File: config.mk
export PLATFORM = sky130hd
export DESIGN_NAME = tlcv_ctrl
export DESIGN_NICKNAME = d
export VERILOG_FILES = /design/src/rtl/core/tlcv_pkg.sv /design/src/rtl/core/tlcv_ctrl.sv
export SDC_FILE = /design/constraint.sdc
export NUM_CORES = 1
export LEC_CHECK = 0
export BUFFER_PORTS_ARGS = -buffer_cell sky130_fd_sc_hd__buf_2
export CAP_MARGIN = 20
export CORE_MARGIN = 10
export CORE_UTILIZATION = 47
export CTS_CLUSTER_DIAMETER = 60
export DETAILED_ROUTE_END_ITERATION = 6
export GPL_ROUTABILITY_DRIVEN = 0
export PLACE_DENSITY = 0.78
export REMOVE_ABC_BUFFERS = 1
export SYNTH_ARGS = -nofsm -noshare
export SYNTH_HDL_FRONTEND = slang
export SYNTH_SLANG_ARGS = --single-unit
File: constraint.sdc
create_clock -name clk_i -period 2.2 [get_ports clk_i]
set_clock_uncertainty 0.1 [all_clocks]
set_input_delay 0.22 -clock clk_i [delete_from_list [all_inputs] [get_ports clk_i]]
set_output_delay 0.22 -clock clk_i [all_outputs]
set_load 0.1 [all_outputs]
File: src/rtl/core/tlcv_pkg.sv
// geometry, row types, command structs and address helpers of the cache hierarchy
// no dependencies; used by every other file of the block but the macros header
package tlcv_pkg;

  localparam int BLOCK_BITS   = 4;
  localparam int L1_SIZE_BITS = 12;
  localparam int L1_WAY_BITS  = 1;
  localparam int L2_SIZE_BITS = 15;
  localparam int L2_WAY_BITS  = 2;
  localparam int VICTIM_DEPTH = 4;

  localparam int ADDR_W    = 32;
  localparam int CFG_W     = 16;
  localparam int CYC_W     = 18;
  localparam int CFG_IDX_W = 3;
  localparam int LVL_W     = 2;

  localparam int L1_SET_W  = L1_SIZE_BITS - BLOCK_BITS - L1_WAY_BITS;
  localparam int L2_SET_W  = L2_SIZE_BITS - BLOCK_BITS - L2_WAY_BITS;
  localparam int L1_TAG_W  = ADDR_W - BLOCK_BITS - L1_SET_W;
  localparam int L2_TAG_W  = ADDR_W - BLOCK_BITS - L2_SET_W;
  localparam int VIC_TAG_W = ADDR_W - BLOCK_BITS;
  localparam int L1_WAYS   = 1 << L1_WAY_BITS;
  localparam int L2_WAYS   = 1 << L2_WAY_BITS;
  localparam int L1_SETS   = 1 << L1_SET_W;
  localparam int L2_SETS   = 1 << L2_SET_W;
  localparam int L1_CNT_W  = $clog2(L1_WAYS + 1);
  localparam int L2_CNT_W  = $clog2(L2_WAYS + 1);
  localparam int VIC_CNT_W = $clog2(VICTIM_DEPTH + 1);
  localparam int L1_IDX_W  = (L1_WAY_BITS > 0) ? L1_WAY_BITS : 1;
  localparam int L2_IDX_W  = (L2_WAY_BITS > 0) ? L2_WAY_BITS : 1;
  localparam int VIC_IDX_W = (VICTIM_DEPTH > 1) ? $clog2(VICTIM_DEPTH) : 1;
  localparam int CLR_W     = (L2_SET_W > L1_SET_W) ? L2_SET_W : L1_SET_W;
  localparam int CLR_ROWS  = 1 << CLR_W;

  // configuration register indexes
  localparam logic [CFG_IDX_W-1:0] CFG_MEM_CYCLES    = 3'd0;
  localparam logic [CFG_IDX_W-1:0] CFG_L1_CYCLES     = 3'd1;
  localparam logic [CFG_IDX_W-1:0] CFG_L2_CYCLES     = 3'd2;
  localparam logic [CFG_IDX_W-1:0] CFG_VICTIM_CYCLES = 3'd3;
  localparam logic [CFG_IDX_W-1:0] CFG_WRITE_ALLOC   = 3'd4;
  localparam logic [CFG_IDX_W-1:0] CFG_VICTIM_EN     = 3'd5;

  // hit level codes
  localparam logic [LVL_W-1:0] LVL_L1  = 2'd0;
  localparam logic [LVL_W-1:0] LVL_L2  = 2'd1;
  localparam logic [LVL_W-1:0] LVL_VIC = 2'd2;
  localparam logic [LVL_W-1:0] LVL_MEM = 2'd3;

  // one set is a list in recency order: way 0 least recent, n lines valid
  typedef struct packed {
    logic [L1_TAG_W-1:0] tag;
    logic                dirty;
  } l1_ent_t;

  typedef struct packed {
    l1_ent_t [L1_WAYS-1:0] w;
    logic [L1_CNT_W-1:0]   n;
  } l1_row_t;

  typedef struct packed {
    logic [L2_TAG_W-1:0] tag;
    logic                dirty;
  } l2_ent_t;

  typedef struct packed {
    l2_ent_t [L2_WAYS-1:0] w;
    logic [L2_CNT_W-1:0]   n;
  } l2_row_t;

  // victim buffer in age order: entry 0 oldest
  typedef struct packed {
    logic [VIC_TAG_W-1:0] tag;
    logic                 dirty;
  } vic_ent_t;

  typedef struct packed {
    vic_ent_t [VICTIM_DEPTH-1:0] w;
    logic [VIC_CNT_W-1:0]        n;
  } vic_row_t;

  // controller to datapath
  typedef struct packed {
    logic             clr;
    logic [CLR_W-1:0] clr_idx;
    logic             accept;
    logic             look;
    logic             fill2;
    logic             fill1;
    logic             wr;
    logic             wb;
    logic             load;
  } cmd_t;

  // datapath to controller
  typedef struct packed {
    logic wb_pend;
    logic out_free;
  } sts_t;

  function automatic logic [L1_SET_W-1:0] l1_set_f(input logic [ADDR_W-1:0] a);
    return a[BLOCK_BITS +: L1_SET_W];
  endfunction

  function automatic logic [L1_TAG_W-1:0] l1_tag_f(input logic [ADDR_W-1:0] a);
    return a[ADDR_W-1 -: L1_TAG_W];
  endfunction

  function automatic logic [L2_SET_W-1:0] l2_set_f(input logic [ADDR_W-1:0] a);
    return a[BLOCK_BITS +: L2_SET_W];
  endfunction

  function automatic logic [L2_TAG_W-1:0] l2_tag_f(input logic [ADDR_W-1:0] a);
    return a[ADDR_W-1 -: L2_TAG_W];
  endfunction

  function automatic logic [VIC_TAG_W-1:0] vic_tag_f(input logic [ADDR_W-1:0] a);
    return a[ADDR_W-1 -: VIC_TAG_W];
  endfunction

endpackage

File: src/rtl/core/tlcv_ctrl.sv
// sequencing state machine of the cache hierarchy: clearing pass, then one access at a time
// depends on tlcv_pkg for the command and status structs
module tlcv_ctrl (
  input  logic           clk_i,
  input  logic           rst_ni,
  input  logic           req_valid_i,
  output logic           req_ready_o,
  input  tlcv_pkg::sts_t sts_i,
  output tlcv_pkg::cmd_t cmd_o
);
  import tlcv_pkg::*;

  localparam logic [2:0] ST_CLR   = 3'd0;
  localparam logic [2:0] ST_IDLE  = 3'd1;
  localparam logic [2:0] ST_LOOK  = 3'd2;
  localparam logic [2:0] ST_FILL2 = 3'd3;
  localparam logic [2:0] ST_FILL1 = 3'd4;
  localparam logic [2:0] ST_WR    = 3'd5;
  localparam logic [2:0] ST_WB    = 3'd6;
  localparam logic [2:0] ST_FIN   = 3'd7;

  logic [2:0]       state_q, state_d;
  logic [CLR_W-1:0] clr_cnt_q, clr_cnt_d;

  // next state and commands
  always_comb begin
    state_d     = state_q;
    clr_cnt_d   = clr_cnt_q;
    cmd_o       = '0;
    req_ready_o = 1'b0;
    unique case (state_q)
      ST_CLR: begin
        cmd_o.clr     = 1'b1;
        cmd_o.clr_idx = clr_cnt_q;
        clr_cnt_d     = clr_cnt_q + 1'b1;
        if (clr_cnt_q == CLR_W'(CLR_ROWS - 1)) state_d = ST_IDLE;
      end
      ST_IDLE: begin
        req_ready_o = 1'b1;
        if (req_valid_i) begin
          cmd_o.accept = 1'b1;
          state_d      = ST_LOOK;
        end
      end
      ST_LOOK: begin
        cmd_o.look = 1'b1;
        state_d    = ST_FILL2;
      end
      ST_FILL2: begin
        cmd_o.fill2 = 1'b1;
        state_d     = ST_FILL1;
      end
      ST_FILL1: begin
        cmd_o.fill1 = 1'b1;
        state_d     = ST_WR;
      end
      ST_WR: begin
        cmd_o.wr = 1'b1;
        state_d  = sts_i.wb_pend ? ST_WB : ST_FIN;
      end
      ST_WB: begin
        cmd_o.wb = 1'b1;
        state_d  = ST_FIN;
      end
      ST_FIN: begin
        if (sts_i.out_free) begin
          cmd_o.load = 1'b1;
          state_d    = ST_IDLE;
        end
      end
      default: state_d = ST_IDLE;
    endcase
  end

  // state registers
  always_ff @(posedge clk_i or negedge rst_ni) begin
    if (!rst_ni) begin
      state_q   <= ST_CLR;
      clr_cnt_q <= '0;
    end else begin
      state_q   <= state_d;
      clr_cnt_q <= clr_cnt_d;
    end
  end

endmodule

== Word level (Yosys, flattened, before mapping) ==
Cells that the tools add are included.

* Register bits after elaboration: 12
* Bits of input ports: 5
* Output and inout bits: 18
* Logic and storage cells: 32

* Add/subtract/negate cells: 1
* Eq/ne operators: 11
* Muxes and demuxes: 16
* Reduce and logical (&&, ||, !) cells: 2

{| class="wikitable"
|+ Operators by type and width
! kind !! number
|-
| 3-bit one-hot mux with 8 select lines || 1
|-
| 3-bit equality test (second input constant) || 4
|-
| 1-bit two-way mux || 11
|-
| 10-bit two-way mux || 1
|-
| 9-bit by 1-bit adder with 9-bit output (second input constant) || 1
|-
| 9-bit equality test (second input constant) || 1
|-
| 3-bit two-way mux || 3
|-
| 3-bit by 2-bit equality test with 1-bit output (second input constant) || 2
|-
| 2-bit != test (second input constant) || 3
|-
| 3-bit by 1-bit equality test with 1-bit output (second input constant) || 1
|-
| 3-bit logical NOT || 1
|-
| 3-bit AND reduction || 1
|}

== Logic depth before layout (Yosys ltp) ==
* Depth in word-level cells: 3
* Mapped depth: 7

== Least setup slack after synthesis ==
No wires, ideal clock.

* Path type: reg-to-output
* From: register state_q[1]
* To: output port cmd_o[6] (netlist name)
* Arrival: 3,644 ps
* Data required time: 1,880 ps
* Slack: -1,764 ps
* Stages on the path, launching flop included: 4
* Path through: dfrtp_1 > clkbuf_1 > nor3_1 > and2_1

{| class="wikitable"
|+ RTL lines
! what !! line !! source
|-
| from (decl) || tlcv_ctrl.sv:22 || <nowiki>logic [2:0] state_q, state_d;</nowiki>
|-
| from (signal assigned) || tlcv_ctrl.sv:81 || <nowiki>state_q <= state_d;</nowiki>
|-
| to (decl) || tlcv_ctrl.sv:9 || <nowiki>output tlcv_pkg::cmd_t cmd_o</nowiki>
|}

==> summary.txt <==
CP top delay family - simple AND/OR/NAND/NOR gates
Cell Area, Synth - 679 um^2
Multi-input logic area - 348 um^2
Post-Syn Instances - 71
RSZ-0062 raised after global routing - false
Fin. max-slew vios - 0
Commonest non-fill, non-tap cells in the layout - dfrtp_1, buf_2, and2_1
Reg power frac - 0.308
Layout Area Growth over Synthesis - 43.8%
Buf/Inv on CP - 2
Final WL - 1600 um
Ranking of synthesized cells by area - dfrtp_1, and2_1, xor2_1
Dpl cell area - 942 um^2
Post-CTS Setup Inserts - 0
Worst EP required - 1880 ps
Yosys warnings - 0
Post-route cell area - 977 um^2
Clk root buf - clkbuf_4
P_leak - 0.489 nW
CP max stage delay - 590 ps
Fmax - 489 MHz
Fraction of layout cells with a size suffix above 1 - 0.323
HP Class - in -> reg
DP Worst Slack - 350 ps
Drc violations - 0
Initial antenna violation count - 0
Num CTS Buffers - 3
DRT iter0 DRCs - 11
Pwr dens - 1150 mW/mm^2
Most used DFF post-synth - dfrtp_1
Vias in the first global route - 558
Crit path kind - reg -> out
Worst-margin pin slew - 490 ps
Clock network power share - 0.114
Clock latency on the worst-skew pair - 270 ps
Slew headroom - 0.676
Rows - 13
Synth unique cells - 23
Crit-path cells - or4b_4 > inv_1 > clkbuf_4
Vias per cell - 5.31
Die area - 0.00337 mm^2
Initial core utilization - 0.509
CP Max Fanout - 10
Top cell type by total area after synthesis - dfrtp_1
Final Cycle Share - 0.930
Int Power - 0.485 mW
FF+latch count, synth - 12
Largest family of logic cells by synthesized area - simple AND/OR/NAND/NOR gates
Hold Fails Final Rpt - 0
Dpl hpwl - 1270 um
Nature of the critical path endpoint - primary output
First-pass GRT wire length - 2490 um
Setup WS post-layout - 155 ps
Startpoint class of the critical path - register
H-tree depth - 1
Post-synth EDFFs - 0
Adder-Cell Fraction of Synth Area - 0.0368
Compound-Gate Fraction of Synth Area - 0.0516
Antenna-violating nets left - 0
Maxcap violations - 0
Filler Cell Count - 89
Clk sinks - 12
PortBufs - 22
DR pass1 iterations - 4
Top Ports - 23
Largest net degree at the start of global routing - 15
Setup-failing EPs final - 0
Chip Width - 58.0 um
Run status - completed
Net Sw Frac - 0.568
Reg area - 300 um^2
Post-synth ARST share - 1.00
CTS clk-pin slew, worst paths - 60 ps
Worst R2R Setup Slack - 530 ps
Post-synthesis simple-gate area fraction - 0.300
Vias - 589
Max clock buf depth - 2
Final min period - 2040 ps
Crit path max-delay cell type - or4b_4
CTS tree - built
Sequential share of the synthesized area - 0.442
WL/cell - 14.4 um
Total grt overflow - 0
Yosys top cell area share - 0.442
Core area - 0.00133 mm^2
Crit path arrival time - 1720 ps
XOR/XNOR Fraction of Synth Area - 0.0902
Antenna cells - 0
Combinational share of power - 0.578
GR Util All Layers - 0.0930
Nets@finish - 105
Psw - 0.636 mW
Syn avg cell area - 9.57 um^2
Die height - 58.0 um
Mux cell area share after synthesis - 0.0331
VDD IR max - 0.000787 V
==> stage by stage <==
| stage | cells | hold WS (ps) | util | total power [mW] | setup TNS, ps |
|---|---|---|---|---|---|
| after global placement | 107 | 3.93 | 0.706 | 0.981 | 0 |
| final | 111 | 162 | 0.733 | 1.12 | 0 |
| after floorplan | 67 | -176 | - | 0.859 | -33970 |
| after CTS | 111 | 151 | 0.731 | 1.13 | 0 |
| after global routing | 111 | 173 | 0.733 | 1.18 | 0 |
| after detailed placement | 107 | 3.80 | 0.706 | 0.997 | 0 |
==> cell type report <==
class                      count  share of cell area
timing repair buffer          26               0.287
inverter                       2             0.00768
multi-input combinational     53               0.356
clock buffer                   3              0.0230
sequential                    12               0.307
tap                           15              0.0192
==> synthesized netlist by cell type, drive strengths merged, types with 2 or more instances <==
| cell | instances |
|---|---|
| a31oi | 2 |
| buf | 2 |
| nor3b | 2 |
| nand4 | 3 |
| nand2 | 5 |
| nor2 | 7 |
| and3 | 2 |
| clkbuf | 2 |
| and2 | 10 |
| ha | 2 |
| inv | 2 |
| xor2 | 4 |
| xnor2 | 3 |
| mux2 | 2 |
| nor3 | 5 |
| dfrtp | 12 |
==> flip-flops by register name, summed over array words and instances (netlist names) <==
name and cells:
clr_cnt_q 9, state_q 3
==> routing by layer <==
layer / wire [um] / GRT usage / vias up
met2: 821 / 0.152 / 14
met4: 27 / 0.0503 / 0
met3: 143 / 0.0501 / 4
li1: - / - / 291
met1: 609 / 0.0928 / 280
met5: 0 / 0 / -
==> path summary, 6_finish.rpt <==
path                                          startpoint                  endpoint  cells after the start
worst min register to register  clr_cnt_q[6]$_DFFE_PN0N_  clr_cnt_q[6]$_DFFE_PN0N_                      1
min in group asynchronous                         rst_ni  clr_cnt_q[1]$_DFFE_PN0N_                      2
max in group asynchronous                         rst_ni  clr_cnt_q[7]$_DFFE_PN0N_                      2
worst min-delay path                            sts_i[0]    state_q[1]$_DFFE_PN0P_                      3
worst max register to register    state_q[0]$_DFFE_PN0P_  clr_cnt_q[7]$_DFFE_PN0N_                      3
worst max-delay path              state_q[0]$_DFFE_PN0P_                  cmd_o[7]                      3
==> power groups by stage <==
stage / clock network [mW] / registers (mW) / logic, mW
floorplan: 0 / 0.348 / 0.511
global placement: 0 / 0.340 / 0.641
detailed placement: 0 / 0.348 / 0.649
CTS: 0.134 / 0.344 / 0.652
global route: 0.142 / 0.354 / 0.687
finish: 0.127 / 0.346 / 0.648
==> logic make-up (layout without fill, tap and decap cells) <==
| logic type | after synthesis | after routing |
|---|---|---|
| adder cells (fa/ha/maj) | 2 | 2 |
| AO/OA/AOI/OAI | 5 | 5 |
| XOR/XNOR | 7 | 7 |
| flip-flops | 12 | 12 |
| buffers and inverters | 6 | 31 |
| multiplexers | 2 | 2 |
| AND/OR/NAND/NOR | 37 | 37 |
==> tightest hold or removal path: stages <==
cell,delay [ps]
buf_2,90
nand2b_1,90
a31oi_1,80
==> what timing repair did <==
action	in CTS	in global routing
hold buffers	1	0
endpoints found under the hold margin	12	0
endpoints found under the setup margin	0	1
resized for setup	0	1
Note: power is estimated with default switching activity, not from simulation.
